[config.mk]
export PLATFORM = sky130hd
export DESIGN_NAME = kli_div_chain
export DESIGN_NICKNAME = d
export VERILOG_FILES = /design/src/rtl/keyframe_linear_interpolator_assert.svh /design/src/rtl/kli_pkg.sv /design/src/rtl/kli_div_cell.sv /design/src/rtl/kli_div_chain.sv
export SDC_FILE = /design/constraint.sdc
export NUM_CORES = 2
export LEC_CHECK = 0
export BUFFER_PORTS_ARGS = -buffer_cell sky130_fd_sc_hd__buf_4
export CAP_MARGIN = 15
export CORE_UTILIZATION = 50
export CTS_CLUSTER_SIZE = 20
export DETAILED_ROUTE_END_ITERATION = 16
export PLACE_DENSITY = 0.74
export SYNTH_ARGS = -nofsm -noshare
export SYNTH_HDL_FRONTEND = slang
export SYNTH_SLANG_ARGS = --single-unit
[constraint.sdc]
create_clock -name clk -period 4.45 [get_ports clk]
set_input_delay 0.6675 -clock clk [delete_from_list [all_inputs] [get_ports clk]]
set_output_delay 0.6675 -clock clk [all_outputs]
set_load 0.02 [all_outputs]
[src/rtl/keyframe_linear_interpolator_assert.svh]
// ----------------------------------------------------------------------------
// Keyframe linear interpolator assertion macros
// Concurrent assertion helpers, compiled out when SYNTHESIS is defined.
// ----------------------------------------------------------------------------
`ifndef KEYFRAME_LINEAR_INTERPOLATOR_ASSERT_SVH
`define KEYFRAME_LINEAR_INTERPOLATOR_ASSERT_SVH

`ifndef SYNTHESIS

// Property that must hold at every rising edge outside reset.
`define KLI_ASSERT_HOLDS(label, clk, rst_n, prop) \
  label: assert property (@(posedge clk) disable iff (!rst_n) (prop)) \
    else $error("keyframe_linear_interpolator: assertion failed");

// Antecedent in one cycle implies consequent in the next cycle.
`define KLI_ASSERT_NEXT(label, clk, rst_n, ante, cons) \
  label: assert property (@(posedge clk) disable iff (!rst_n) (ante) |=> (cons)) \
    else $error("keyframe_linear_interpolator: assertion failed");

`else

`define KLI_ASSERT_HOLDS(label, clk, rst_n, prop)
`define KLI_ASSERT_NEXT(label, clk, rst_n, ante, cons)

`endif

`endif

[src/rtl/kli_pkg.sv]
// ----------------------------------------------------------------------------
// Keyframe linear interpolator package
// Shared types and constants for the sequencer and the divider cell chain.
// ----------------------------------------------------------------------------
`timescale 1ns / 1ps
`default_nettype none

package kli_pkg;

  localparam int DATA_W = 32;
  localparam int FRAC_W = 16;

  localparam logic CMD_WRITE  = 1'b0;
  localparam logic CMD_SAMPLE = 1'b1;

  typedef enum logic [3:0] {
    S_IDLE,
    S_CHK_FIRST,
    S_CHK_LAST,
    S_SEARCH,
    S_RD_A,
    S_RD_B,
    S_LAUNCH,
    S_DIV,
    S_MUL,
    S_SUM,
    S_FIN
  } kli_state_t;

  // One restoring-division step travels down the chain in this record.
  typedef struct packed {
    logic              valid;
    logic [DATA_W-1:0] rem;
    logic [DATA_W-1:0] span;
    logic [FRAC_W-1:0] quo;
  } kli_div_stage_t;

endpackage

`default_nettype wire

[src/rtl/kli_div_cell.sv]
// ----------------------------------------------------------------------------
// Divider cell
// One restoring-division step: produces one quotient bit and passes on.
// ----------------------------------------------------------------------------
`timescale 1ns / 1ps
`default_nettype none

module kli_div_cell
  import kli_pkg::*;
(
  input  wire logic           clk,
  input  wire logic           rst_n,
  input  wire kli_div_stage_t stage_i,
  output kli_div_stage_t      stage_o
);

  kli_div_stage_t     stage_r;
  logic [DATA_W:0]    shifted;
  logic [DATA_W:0]    trial;
  logic               take;

  // The remainder stays below the divisor, so the shifted value fits one more bit.
  assign shifted = {stage_i.rem, 1'b0};
  assign trial   = shifted - {1'b0, stage_i.span};
  assign take    = (shifted >= {1'b0, stage_i.span});

  always_ff @(posedge clk) begin
    if (!rst_n) begin
      stage_r.valid <= 1'b0;
    end else begin
      stage_r.valid <= stage_i.valid;
    end
    stage_r.span <= stage_i.span;
    stage_r.rem  <= take ? trial[DATA_W-1:0] : shifted[DATA_W-1:0];
    stage_r.quo  <= {stage_i.quo[FRAC_W-2:0], take};
  end

  assign stage_o = stage_r;

endmodule

`default_nettype wire

[src/rtl/kli_div_chain.sv]
// ----------------------------------------------------------------------------
// Divider cell chain
// A row of registered division cells, one per fraction bit.
// ----------------------------------------------------------------------------
`timescale 1ns / 1ps
`default_nettype none

module kli_div_chain
  import kli_pkg::*;
(
  input  wire logic           clk,
  input  wire logic           rst_n,
  input  wire kli_div_stage_t stage_i,
  output kli_div_stage_t      stage_o
);

  kli_div_stage_t link [0:FRAC_W];

  assign link[0] = stage_i;

  for (genvar g = 0; g < FRAC_W; g++) begin : g_cell
    kli_div_cell u_cell (
      .clk     (clk),
      .rst_n   (rst_n),
      .stage_i (link[g]),
      .stage_o (link[g+1])
    );
  end

  assign stage_o = link[FRAC_W];

endmodule

`default_nettype wire
# ---- Yosys cells after proc, flatten, opt, wreduce, memory -nomap -nowiden
# Index checks and enable logic that the tools add are counted.
dict set report word_totals {
  ff_bits 1176
  in_bits 83
  out_inout_bits 81
  wordCells 128
}
dict set report op_classes {
  add_sub_neg 16
  magnitude_cmp 16
  n_mux 16
}
# op n
set ops {}
lappend ops {{$ge 33x32->1} 16}
lappend ops {{$mux 32} 16}
lappend ops {{$sub 32x32->32} 16}

# ---- Longest topological paths before layout
dict set report depth {
  word_depth 2
  ltp_mapped 15
  ltp_nobuf 14
}

# ---- Modules after synthesis
# Synthesis repeated with hierarchy kept, for this count alone.
dict set report hier_totals {
  cells_unflattened 6432
  area_unflattened_um2 64722.1
}
# mod instances cells_each area_per_inst_um2 seq_area_each_um2
set modules_own_cells {}
lappend modules_own_cells {kli_div_cell 16 402 4045.1 1621.6}

# ---- Worst setup path before layout
# OpenSTA, ideal clock, no wires.
dict set report synth_timing {
  kind {input port to flip-flop}
  start {in stage_i[23] (netlist name)}
  end {reg g_cell[0].u_cell.stage_r, in the netlist g_cell[0].u_cell.stage_o[61]}
  setup_time_ps 121
  arrival_ps 3134
  required_ps 4329
  slack_ps 1194
  cell_stages 14
  path_buffers 3
  path_cell_list {inv_1 -> ha_1 -> clkbuf_1 -> nand3_1 -> o211ai_1 -> a221oi_1 -> a211oi_1 -> o31ai_1 -> o311a_1 -> a21o_1 -> o21ai_1 -> buf_2 -> buf_2 -> a21oi_1}
}
dict set report synth_between {
  elab_chain_cells 2
  elab_cells_between_ends 3
  classes_between {1 x add/sub; 1 x order compare; 1 x mux}
}
# item line
set synth_lines {}
lappend synth_lines {{start, declared} kli_div_chain.sv:13} ;# input wire kli_div_stage_t stage_i,
lappend synth_lines {{$ge 33x32->1} kli_div_cell.sv:25} ;# assign take = (shifted >= {1'b0, stage_i.span});
lappend synth_lines {{via g_cell[0].u_cell.take} kli_div_cell.sv:20} ;# logic take;
lappend synth_lines {{$mux 32} kli_div_cell.sv:34} ;# stage_r.rem <= take ? trial[DATA_W-1:0] : shifted[DATA_W-1:0];
lappend synth_lines {{end, declared} kli_div_cell.sv:17} ;# kli_div_stage_t stage_r;
# The timed path passes the listed nets, and every way through them passes these cells.
# A chain may end at the register's enable or synchronous reset.

# ---- Final worst setup path
dict set report layout_timing {
  start {reg g_cell[14].u_cell.stage_r, in the netlist g_cell[14].u_cell.stage_o[26]}
  end {reg g_cell[15].u_cell.stage_r, in the netlist g_cell[15].u_cell.stage_o[49]}
}
dict set report layout_between {
  elab_chain_cells 2
}
# item line
set layout_lines {}
lappend layout_lines {{start, declared} kli_div_cell.sv:17}
lappend layout_lines {{$ge 33x32->1} kli_div_cell.sv:25}
lappend layout_lines {{$mux 32} kli_div_cell.sv:34}
lappend layout_lines {{end, declared} kli_div_cell.sv:17}
# No other way between the ends.

==> impl_results.md <==
- Ant diodes: 0
- Max-slew violations: 0
- TritonCTS clock tree: built
- Simple-gate share of the synthesized area: between 10% and 20%
- Initial core utilization: 50.49%
- Post-synthesis cell count: around 6300
- YS warnings: 0
- Max reg flops: about 1200
- Clock slew at reported path FFs: roughly 60 ps
- Relative slew slack: about 34%
- First-pass GRT wire length: 219200 um
- Post-DR wirelength/cell: 16.87 um
- CP max-delay cell: o21ai_4
- Worst hold slack: 46.54 ps
- Met3 routed WL: 4034 um
- CP arrival: roughly 4700 ps
- Area fraction of the dominant cell type after synthesis: 41.45%
- Most used cell, CP: a21oi_1
- IR drop worst, VDD: 0.5340 mV
- Final Critical Period: 4071 ps
- Largest family of logic cells by synthesized area: compound AO/OA/AOI/OAI gates
- PD cells: around 840 mW/mm^2
- Final instance area: approximately 0.065 mm^2
- Largest net degree at the start of global routing: 62
- CTS buffer count: between 100 and 150
- Worst-Margin Slew: approximately 1000 ps
- Fmax: between 200 and 250 MHz
- Detailed Place HPWL: 109100 um
- Sequential fraction of the synthesis area: between 40% and 50%
- Core ar.: around 0.11 mm^2
- Post-synthesis async set-or-reset flop share: 0%
- Final Hold Fails: 0
- Maximum clock path buffer count: 3
- Post-route DRC: 0
- Setup TNS: 0 ps
- Post-synthesis mux area share: 3.082%
- Clock Skew: between 30 and 40 ps
- H-tree depth: 4
- Dominant synthesized flop cell: dfxtp_1
- DR WL met2: between 70000 and 80000 um
- TritonRoute pass-1 iters: 5
- Post-route ant nets: 0
- Hold WC Path Type: input port to flip-flop
- Finished Core Util: roughly 57%
- XOR/XNOR Fraction of Synth Area: under 10%
- Routed via count: around 44000
- Maxcap violations: 0
- Total gr overflow: 0
- DIE HEIGHT: roughly 340 um
- CP max FO: 30
- Delay of the slowest cell on the worst path: 750 ps
- Cell taking the most area after synthesis: dfxtp_1
- Antenna violations before repair: 0
- Synth Cell Area: 0.05680 mm^2
- M1 WL: between 40000 and 50000 um
- Synth cell types: 85
- Critical path endpoint category: flip-flop
- Die area: 0.1150 mm^2
- WP data required: 5120 ps
- Num ports: approximately 160
- Final Net Count: 7154
- Root Buffer: clkbuf_16
- Post-CTS Setup Repair Bufs: 0
- RSZ-0062 raised after global routing: false
- Die Wd: between 300 and 400 um
- Worst path bufs/invs: 2
- Iter 0 DRT Violations: approximately 1900
- CP Cell Sequence: inv_1 -> ha_1 -> nand3_1 -> or4_1 -> o211ai_1 -> o31a_1 -> a311oi_2 -> a21oi_1 -> a221o_1 -> nor2_4 -> o21ai_4 -> buf_4 -> nor2_1 -> a21oi_1
- Syn avg cell area: around 9 um^2
- Post-synth EDFFs: 0
- Crit Path Class: flip-flop to flip-flop
- Placer Congestion: about 0.94
- Via/cell ratio: about 5.4
- Leakage: approximately 30 nW
- Tot GR Track Use: a little under a quarter
- Outcome: completed
- Kind of cell adding the most delay to the critical path: compound AO/OA/AOI/OAI gates
- Setup-failing EPs final: 0
- Port Buffers: ~150
- Clock Latency Late Sink: around 760 ps
- DP Area: ~0.060 mm^2
- FF+latch count, synth: roughly 1200
- Highest routed layer: met4
- Synth Area in Adders: between 10% and 20%
- Clk sink count: ~1200
- Crit path launch type: flip-flop
- Layout area overhead: 13.76%
- Most common cell after layout, fill and taps aside: dfxtp_1
- # rows: roughly 120
- Vias in the first global route: roughly 45000
- Final worst-path cycle share: 91.48%
- Layout cells sized above 1: under 10%
- Largest cells by area after synthesis: dfxtp_1 (41%), ha_1 (11%), a21oi_1 (6.0%)
- Final WL: about 140000 um
- Fillers: 9787
- Synth Area in Compound Gates: about a fifth
- Syn Nets: between 6000 and 7000
- Most frequent cells in the layout: dfxtp_1 (1176), a21oi_1 (680), inv_1 (648)
[cell usage after synthesis (10+ instances only)]
| cell | count |
|---|---|
| dfxtp_1 | 1176 |
| a21oi_1 | 681 |
| inv_1 | 648 |
| ha_1 | 512 |
| nor2_1 | 482 |
| nand2_1 | 354 |
| o21ai_0 | 329 |
| a21o_1 | 293 |
| xnor2_1 | 266 |
| xor2_1 | 181 |
| mux2_2 | 143 |
| clkbuf_1 | 117 |
| nand3_1 | 98 |
| nand4_1 | 86 |
| nand2b_1 | 83 |
| nor2b_1 | 78 |
| o21bai_1 | 63 |
| nor3_1 | 61 |
| o21a_1 | 58 |
| a31oi_1 | 50 |
| and2_1 | 47 |
| and3_1 | 45 |
| o211ai_1 | 34 |
| a211oi_1 | 31 |
| a21boi_0 | 31 |
| o31ai_1 | 30 |
| buf_2 | 28 |
| nor4_1 | 26 |
| or2_2 | 18 |
| or3_1 | 17 |
| fa_1 | 16 |
| a41oi_1 | 13 |
| buf_1 | 13 |
| a221o_1 | 12 |
| and4_1 | 12 |
| a211o_1 | 11 |
| a221oi_1 | 11 |
| a31o_2 | 11 |
| o2111ai_1 | 11 |
| o21ai_1 | 10 |
[metrics by stage]
step	worst slack [ps]	power, W	std cells
5_1_grt	113.5	0.05813	8144
3_5_place_dp	456.2	0.04314	7880
6_report	379.3	0.05416	8144
3_3_place_gp	501.8	0.04279	7880
4_1_cts	398.5	0.05434	8144
2_1_floorplan	1194	0.03624	6321
[cell type report]
class / instances / area (um^2) / share of cell area [%]
multi-input cells: 4335 / 30270 / 46.84
repair buffers: 250 / 2064 / 3.195
clock inverters: 41 / 598.1 / 0.9256
flip-flops and latches: 1176 / 23540 / 36.43
well taps: 1500 / 1877 / 2.904
clock buffers: 193 / 3831 / 5.929
inverters: 649 / 2436 / 3.770
[timing repair]
item                                    4_1_cts  5_1_grt
hold buffers                                 30        0
endpoints found under the setup margin        0        0
gates resized for setup                       0        0
hold endpoints to repair                     30        0
[worst paths after layout]
check	from	end	slack [ps]	depth (start not counted)
setup / recovery	g_cell[14].u_cell.stage_o[26]	g_cell[15].u_cell.stage_o[49]	380	14
hold / removal	stage_i[26]	g_cell[0].u_cell.stage_o[26]	50	1
setup reg to reg	g_cell[14].u_cell.stage_o[26]	g_cell[15].u_cell.stage_o[49]	380	14
hold reg to reg	g_cell[12].u_cell.stage_o[6]	g_cell[13].u_cell.stage_o[7]	310	0
[per-layer routing]
layer  track usage, %  up-vias
li1                 -    22340
met3            3.269      434
met2            48.13      967
met4            18.60        0
met5                0        -
met1            19.92    20270
[report_power, final]
part | internal, W | total [W] | switching, W
combinational | 0.0122 | 0.0277 | 0.0154
sequential | 0.0140 | 0.0156 | 0.00164
clock | 0.00654 | 0.0109 | 0.00432
total | 0.0327 | 0.0542 | 0.0214
[kinds of logic (layout without fill, tap and decap cells)]
group / count (synthesis) / in the layout
muxes: 153 / 153
AOI/OAI and AO/OA: 1771 / 1771
xor gates and xnor gates: 447 / 447
DFF: 1176 / 1176
adders and majority gates: 528 / 528
and+or+nand+nor: 1436 / 1436
buffers and inverters: 810 / 1133
Power figures use the tool's default switching activity.
